[src/rtl/edfs_pkg.sv]
`timescale 1ns / 1ps

package edfs_pkg;

    // slot numbers carried along the cell row cover the largest task count (64)
    localparam int SLOT_W = 6;

    localparam int ACT_W  = 4;
    localparam int TIME_W = 32;
    localparam int PARM_W = 16;

    // request codes
    localparam logic REQ_LOAD = 1'b0;
    localparam logic REQ_TICK = 1'b1;

    typedef struct packed {
        logic        req_type;
        logic [2:0]  task_slot;
        logic [15:0] exec_time;
        logic [15:0] period_ticks;
        logic [15:0] relative_deadline;
    } t_req;

    typedef struct packed {
        logic [31:0] tick_time;
        logic        busy_res;
        logic [2:0]  running_slot;
    } t_res;

    // best candidate so far, walking down the cell row
    typedef struct packed {
        logic              valid;
        logic              found;
        logic [TIME_W-1:0] due;
        logic [SLOT_W-1:0] slot;
    } t_token;

    // per-cell control from the top level
    typedef struct packed {
        logic en;
        logic load;
        logic dec;
    } t_cell_ctl;

endpackage

[src/rtl/edfs_cell.sv]
`timescale 1ns / 1ps

module edfs_cell #(
    parameter int IDX = 0
) (
    input  logic                             i_clk,
    input  logic                             i_rst_n,
    input  edfs_pkg::t_cell_ctl              i_ctl,
    input  edfs_pkg::t_req                   i_req,
    input  logic [edfs_pkg::TIME_W-1:0]      i_now,
    input  edfs_pkg::t_token                 i_tok,
    output edfs_pkg::t_token                 o_tok
);

    logic [edfs_pkg::PARM_W-1:0] r_len, r_per, r_off, r_work;
    logic [edfs_pkg::TIME_W-1:0] r_release, r_due;
    edfs_pkg::t_token            r_tok;

    logic                        rel;
    logic [edfs_pkg::PARM_W-1:0] eff_work;
    logic [edfs_pkg::TIME_W-1:0] rel_due;
    logic [edfs_pkg::TIME_W-1:0] eff_due;
    logic                        take;
    edfs_pkg::t_token            n_tok;

    always_comb begin
        rel      = i_tok.valid && i_ctl.en && (r_release == i_now);
        rel_due  = i_now + {{(edfs_pkg::TIME_W - edfs_pkg::PARM_W){1'b0}}, r_off};
        eff_work = rel ? r_len : r_work;
        eff_due  = rel ? rel_due : r_due;
        take     = i_tok.valid && i_ctl.en && (eff_work != '0)
                   && (!i_tok.found || (eff_due < i_tok.due));
        n_tok       = i_tok;
        n_tok.found = i_tok.found || take;
        if (take) begin
            n_tok.due  = eff_due;
            n_tok.slot = edfs_pkg::SLOT_W'(IDX);
        end
    end

    // task parameters: undefined until loaded
    always_ff @(posedge i_clk) begin
        if (i_ctl.load) begin
            r_len <= i_req.exec_time;
            r_per <= i_req.period_ticks;
            r_off <= i_req.relative_deadline;
        end
    end

    always_ff @(posedge i_clk) begin
        if (!i_rst_n) begin
            r_work    <= '0;
            r_release <= '0;
            r_due     <= '0;
        end else if (i_ctl.load) begin
            r_work    <= '0;
            r_release <= '0;
            r_due     <= '0;
        end else if (rel) begin
            r_work    <= r_len;
            r_due     <= rel_due;
            r_release <= r_release
                         + {{(edfs_pkg::TIME_W - edfs_pkg::PARM_W){1'b0}}, r_per};
        end else if (i_ctl.dec) begin
            r_work    <= r_work - edfs_pkg::PARM_W'(1);
        end
    end

    always_ff @(posedge i_clk) begin
        if (!i_rst_n) begin
            r_tok <= '0;
        end else begin
            r_tok <= n_tok;
        end
    end

    assign o_tok = r_tok;

endmodule

[src/rtl/edf_periodic_task_scheduler.sv]
`timescale 1ns / 1ps
// earliest-deadline-first scheduler built as a row of MAX_TASKS task cells
// load item: written into its slot's cell, no result; the next item can follow at once
// tick item: the token walks down the cell row through each cell's token register, then
//   the result passes the pending stage into the output register; a new item is taken only
//   once the result has left the pending stage; output stalls delay both
// synchronous active-low reset clears time, active count, work, releases and deadlines

module edf_periodic_task_scheduler #(
    parameter int MAX_TASKS = 8
) (
    input  logic                         i_clk,
    input  logic                         i_rst_n,
    // configuration: active task count
    input  logic                         i_cfg_we,
    input  logic [edfs_pkg::ACT_W-1:0]   i_cfg_wdata,
    // request channel
    input  logic                         i_valid,
    output logic                         o_ready,
    input  edfs_pkg::t_req               i_req,
    // result channel
    output logic                         o_valid,
    input  logic                         i_ready,
    output edfs_pkg::t_res               o_res
);

    logic [edfs_pkg::ACT_W-1:0]  r_active;
    logic [edfs_pkg::TIME_W-1:0] r_now;
    logic                        r_busy;     // a tick token walks the row
    logic                        r_pend_valid;
    edfs_pkg::t_res              r_pend_res;
    logic                        r_out_valid;
    edfs_pkg::t_res              r_out_res;

    logic                        acc;
    logic                        acc_tick;
    logic                        acc_load;
    logic                        done;
    logic                        pend_move;
    edfs_pkg::t_token            last_tok;

    // tok[i] feeds cell i; tok[MAX_TASKS] is the row output
    edfs_pkg::t_token            tok [MAX_TASKS+1];
    edfs_pkg::t_cell_ctl         ctl [MAX_TASKS];
    logic [MAX_TASKS-1:0]        tok_vld;

    // no item is taken while reset is held
    assign o_ready  = i_rst_n && !r_busy && !r_pend_valid;
    assign acc      = i_valid && o_ready;
    assign acc_tick = acc && (i_req.req_type == edfs_pkg::REQ_TICK);
    assign acc_load = acc && (i_req.req_type == edfs_pkg::REQ_LOAD);

    // start token enters cell 0 in the accept cycle, empty candidate
    assign tok[0] = {acc_tick, 1'b0, {edfs_pkg::TIME_W{1'b0}}, {edfs_pkg::SLOT_W{1'b0}}};

    assign last_tok = tok[MAX_TASKS];
    assign done     = last_tok.valid;

    genvar gi;
    generate
        for (gi = 0; gi < MAX_TASKS; gi++) begin : g_cell
            always_comb begin
                // slots at or above the active count sit out; counts above
                // the row length act as the row length automatically
                ctl[gi].en   = (32'(gi) < 32'(r_active));
                // slots past the row never match, so those loads drop
                ctl[gi].load = acc_load && (32'(i_req.task_slot) == 32'(gi));
                // winner of the finished walk loses one unit of work
                ctl[gi].dec  = done && last_tok.found
                               && (last_tok.slot == edfs_pkg::SLOT_W'(gi));
            end

            edfs_cell #(
                .IDX (gi)
            ) u_cell (
                .i_clk   (i_clk),
                .i_rst_n (i_rst_n),
                .i_ctl   (ctl[gi]),
                .i_req   (i_req),
                .i_now   (r_now),
                .i_tok   (tok[gi]),
                .o_tok   (tok[gi+1])
            );

            assign tok_vld[gi] = tok[gi+1].valid;
        end
    endgenerate

    // configuration register
    always_ff @(posedge i_clk) begin
        if (!i_rst_n) begin
            r_active <= '0;
        end else if (i_cfg_we) begin
            r_active <= i_cfg_wdata;
        end
    end

    // tick control and time counter
    always_ff @(posedge i_clk) begin
        if (!i_rst_n) begin
            r_busy <= 1'b0;
            r_now  <= '0;
        end else begin
            if (acc_tick) begin
                r_busy <= 1'b1;
            end else if (done) begin
                r_busy <= 1'b0;
            end
            if (done) begin
                r_now <= r_now + edfs_pkg::TIME_W'(1);
            end
        end
    end

    // pending result stage, parts the row from the output register
    assign pend_move = r_pend_valid && (!r_out_valid || i_ready);

    always_ff @(posedge i_clk) begin
        if (!i_rst_n) begin
            r_pend_valid <= 1'b0;
        end else if (done) begin
            r_pend_valid <= 1'b1;
        end else if (pend_move) begin
            r_pend_valid <= 1'b0;
        end
    end

    always_ff @(posedge i_clk) begin
        if (done) begin
            r_pend_res.tick_time    <= r_now;
            r_pend_res.busy_res     <= last_tok.found;
            r_pend_res.running_slot <= last_tok.found ? last_tok.slot[2:0] : 3'd0;
        end
    end

    // output register
    always_ff @(posedge i_clk) begin
        if (!i_rst_n) begin
            r_out_valid <= 1'b0;
        end else if (pend_move) begin
            r_out_valid <= 1'b1;
        end else if (i_ready) begin
            r_out_valid <= 1'b0;
        end
    end

    always_ff @(posedge i_clk) begin
        if (pend_move) begin
            r_out_res <= r_pend_res;
        end
    end

    assign o_valid = r_out_valid;
    assign o_res   = r_out_res;

    // at most one token in the row at a time
    a_one_token: assert property (@(posedge i_clk) disable iff (!i_rst_n)
        $onehot0(tok_vld))
        else $error("more than one tick token in the cell row");

    // no token in the row unless a tick is in progress
    a_idle_row: assert property (@(posedge i_clk) disable iff (!i_rst_n)
        !r_busy |-> (tok_vld == '0))
        else $error("token in the cell row while idle");

    // a walk in progress and a waiting result never coexist
    a_busy_pend: assert property (@(posedge i_clk) disable iff (!i_rst_n)
        !(r_busy && r_pend_valid))
        else $error("tick walk overlaps a pending result");

    // a finished walk always produces a pending result next cycle
    a_done_pend: assert property (@(posedge i_clk) disable iff (!i_rst_n)
        done |=> r_pend_valid)
        else $error("finished tick lost its result");

endmodule

[config.mk]
export PLATFORM = sky130hd
export DESIGN_NAME = edf_periodic_task_scheduler
export DESIGN_NICKNAME = d
export VERILOG_FILES = /design/src/rtl/edfs_pkg.sv /design/src/rtl/edfs_cell.sv /design/src/rtl/edf_periodic_task_scheduler.sv
export SDC_FILE = /design/constraint.sdc
export NUM_CORES = 2
export LEC_CHECK = 0
export BUFFER_PORTS_ARGS = -buffer_cell sky130_fd_sc_hd__buf_2
export CORE_UTILIZATION = 30
export DETAILED_ROUTE_END_ITERATION = 12
export REMOVE_ABC_BUFFERS = 1
export SETUP_SLACK_MARGIN = 0.4
export SLEW_MARGIN = 20
export SYNTH_ARGS = -nofsm -noshare
export SYNTH_HDL_FRONTEND = slang
export SYNTH_HIERARCHICAL = 1
export SYNTH_SLANG_ARGS = --single-unit
[constraint.sdc]
create_clock -name i_clk -period 6.14 [get_ports i_clk]
set_input_delay 0.307 -clock i_clk [delete_from_list [all_inputs] [get_ports i_clk]]
set_output_delay 0.307 -clock i_clk [all_outputs]
set_load 0.05 [all_outputs]
==> impl_metrics.env <==
export IMPL_path_cells="buf_6 > xor2_1 > or4_1 > or3_2 > buf_4 > nand2_1 > o21ai_0 > ha_1 > a21o_1 > a21oi_1 > o22ai_1 > a211o_1 > nor4_4 > buf_12 > nor2_1 > a211oi_1"
export IMPL_finalPower_uw=21230
export IMPL_peakVddDrop_mv=0.2526
export IMPL_max_freq_ghz=0.1798
export IMPL_grt_antenna_before_repair=21
export IMPL_slew_viol_final=0
export IMPL_first_global_vias=64239
export IMPL_r2r_start="r_now[9]"
export IMPL_yosysWarnings=6
export IMPL_num_vias=66862
export IMPL_crit_path_start_kind="flop"
export IMPL_critical_path_top_delay_family="simple AND/OR/NAND/NOR gates"
export IMPL_gp_congestion=0.9589
export IMPL_via_per_inst=5.397
export IMPL_cts_tree="done"
export IMPL_track_usage=0.2003
export IMPL_min_to="g_cell[3].u_cell/r_per[0]"
export IMPL_grt_overflow=0
export IMPL_dieArea_sq_mm=0.2647
export IMPL_clock_root_buffer="clkbuf_16"
export IMPL_max_slew_margin=0.1737
export IMPL_rsz0062_at_grt="false"
export IMPL_hold_path_class="primary input to flop"
export IMPL_tightest_slew_ns=1.239
export IMPL_h_tree_depth=4
export IMPL_period_share=0.9059
export IMPL_cts_max_path_buffers=3
export IMPL_cts_buffers=164
export IMPL_skew_ns=0.02700
export IMPL_hold_viol_final=0
export IMPL_ant_nets=0
export IMPL_drive_above_1_share=0.1040
export IMPL_drc_errors=0
export IMPL_hold_depth=3
export IMPL_setup_viol=0
export IMPL_endpoint_kind="flop"
export IMPL_timing_rr_end="g_cell[2].u_cell/o_tok[22]"
export IMPL_grt_pass1_wl_mm=404.1
export IMPL_cpPeakStageDelay_ns=0.77
export IMPL_cap_violations=0
export IMPL_routed_wl_mm=274.0
export IMPL_min_delay_start="i_req[50]"
export IMPL_critPathMaxFanout=33
export IMPL_wl_per_cell_microns=22.12
export IMPL_firstDrtPassIters=6
export IMPL_crit_type="flop to flop"
export IMPL_clk_pin_slew_ns=0.06
export IMPL_period_minus_slack_ns=5.563
export IMPL_dp_hpwl_mm=200.8
export IMPL_avgSynthCellArea_sq_um=9.294
export IMPL_reg2regPathDepth=16
export IMPL_nNetsFinal=9333
export IMPL_synth_area_sq_mm=0.07879
export IMPL_cts_sinks=1423
export IMPL_path_buf_inv=3
export IMPL_initial_core_util=0.3025
export IMPL_netlist_instances=8477
export IMPL_die_w_microns=514.5
export IMPL_rows=187
export IMPL_clkLatencyLatePin_ns=0.84
export IMPL_worstPathArrival_ns=6.28
export IMPL_synthToLayoutAreaGrowth_pct=15.68
export IMPL_portBuffers=98
export IMPL_core_sq_mm=0.2604
export IMPL_die_y_microns=514.5
export IMPL_p_leak_uw=0.03507
export IMPL_status="finished clean"
export IMPL_power_density_mw_per_mm2=232.9
export IMPL_reg2reg_slack_ns=0.58
export IMPL_tns_ns=0
export IMPL_drt_initial_drc_count=5759
export IMPL_grt_max_degree=104
export IMPL_crit_slowest_cell="or3_2"
export IMPL_io_pins=99
export IMPL_worstPathRequired_ns=6.85
==> worst register-to-register path: cells and delay by family (launching register included) <==
family	cells	cell delay [ns]
buffers and inverters	3	0.97
flip-flops	1	0.54
adder cells (fa/ha/maj)	1	0.36
XOR/XNOR	1	0.21
AND/OR/NAND/NOR	5	2.05
AO/OA/AOI/OAI	6	1.34
==> state kept, by name, indices dropped and copies added (netlist names) <==
name,cells
g_cell.u_cell/r_release,256
o_valid,1
o_res,36
g_cell.u_cell/r_work,128
g_cell.u_cell/r_due,256
r_pend_res,36
g_cell.u_cell/o_tok,288
r_active,4
r_now,32
g_cell.u_cell/r_len,128
g_cell.u_cell/r_off,128
g_cell.u_cell/r_per,128
r_busy,1
r_pend_valid,1
==> metal layers <==
layer	up-vias	global-route usage	wire length, microns
met3	524	0.02489	17730
met4	0	0.08838	12450
met1	32338	0.2648	119600
met5	-	0	0
met2	2453	0.3260	124300
li1	31547	-	-
==> area by class of cell <==
| class | instances | area [sq um] |
|---|---|---|
| sequential | 1423 | 33130 |
| antenna | 6 | 15.01 |
| inverter | 473 | 1775 |
| clock inverter | 96 | 1289 |
| fill | 26199 | 169300 |
| multi-input combinational | 6257 | 42720 |
| timing repair buffer | 424 | 3289 |
| tap | 3496 | 4374 |
| clock buffer | 213 | 4546 |
==> metrics by stage <==
stage / cells / utilization / hold WS [ns] / worst slack (ns) / area, sq um
after floorplan: 8152 / - / 0.4003 / -1.691 / 77310
after global routing: 12383 / 0.3499 / 0.2499 / 0.3939 / 91130
after global placement: 11999 / 0.3244 / 0.4056 / 0.4183 / 84490
final: 12388 / 0.3500 / 0.2481 / 0.5775 / 91140
after detailed placement: 12000 / 0.3245 / 0.4045 / 0.2709 / 84510
after CTS: 12372 / 0.3494 / 0.1739 / 0.4492 / 90980
==> report_power, final <==
group | leakage (uW) | switching, uW | internal (uW) | total (uW)
Clock | 0.00281 | 4330 | 6230 | 10600
Sequential | 0.0120 | 57.8 | 9770 | 9830
Combinational | 0.0203 | 590 | 252 | 842
Total | 0.0351 | 4980 | 16200 | 21200
==> how the worst max path moves through the flow <==
stage,slack [ns],to,from,cells after the start
after floorplan,-1.69,g_cell[0].u_cell/r_release[19],r_pend_valid,7
after global routing,0.39,g_cell[5].u_cell/o_tok[1],r_now[7],20
final,0.58,g_cell[2].u_cell/o_tok[22],r_now[9],16
after global placement,0.42,g_cell[6].u_cell/o_tok[33],r_now[13],17
after CTS,0.45,g_cell[2].u_cell/o_tok[22],r_now[9],16
after detailed placement,0.27,g_cell[6].u_cell/o_tok[31],r_now[13],17
==> layout by cell type, fill, tap and decap left out, drive strengths merged, types with 94 or more instances in the layout <==
master and n:
a211oi 274, a21o 94, a21oi 454, and2 281, and3 105, buf 360, clkbuf 214, dfxtp 967
edfxtp 456, ha 513, inv 479, mux2i 102, nand2 668, nand3 230, nand4 245, nor2 675
nor3 189, nor4 172, o211ai 97, o21ai 328, o31ai 120, xnor2 373, xor2 249
==> repair_timing <==
item	CTS	global route
endpoints found under the setup margin	41	171
buffers inserted	0	8
hold endpoints to repair	393	0
gates resized for setup	2	22
pin swaps	0	1
hold buffers	63	0
cloned	0	1
(Power assumes the default switching activity.)
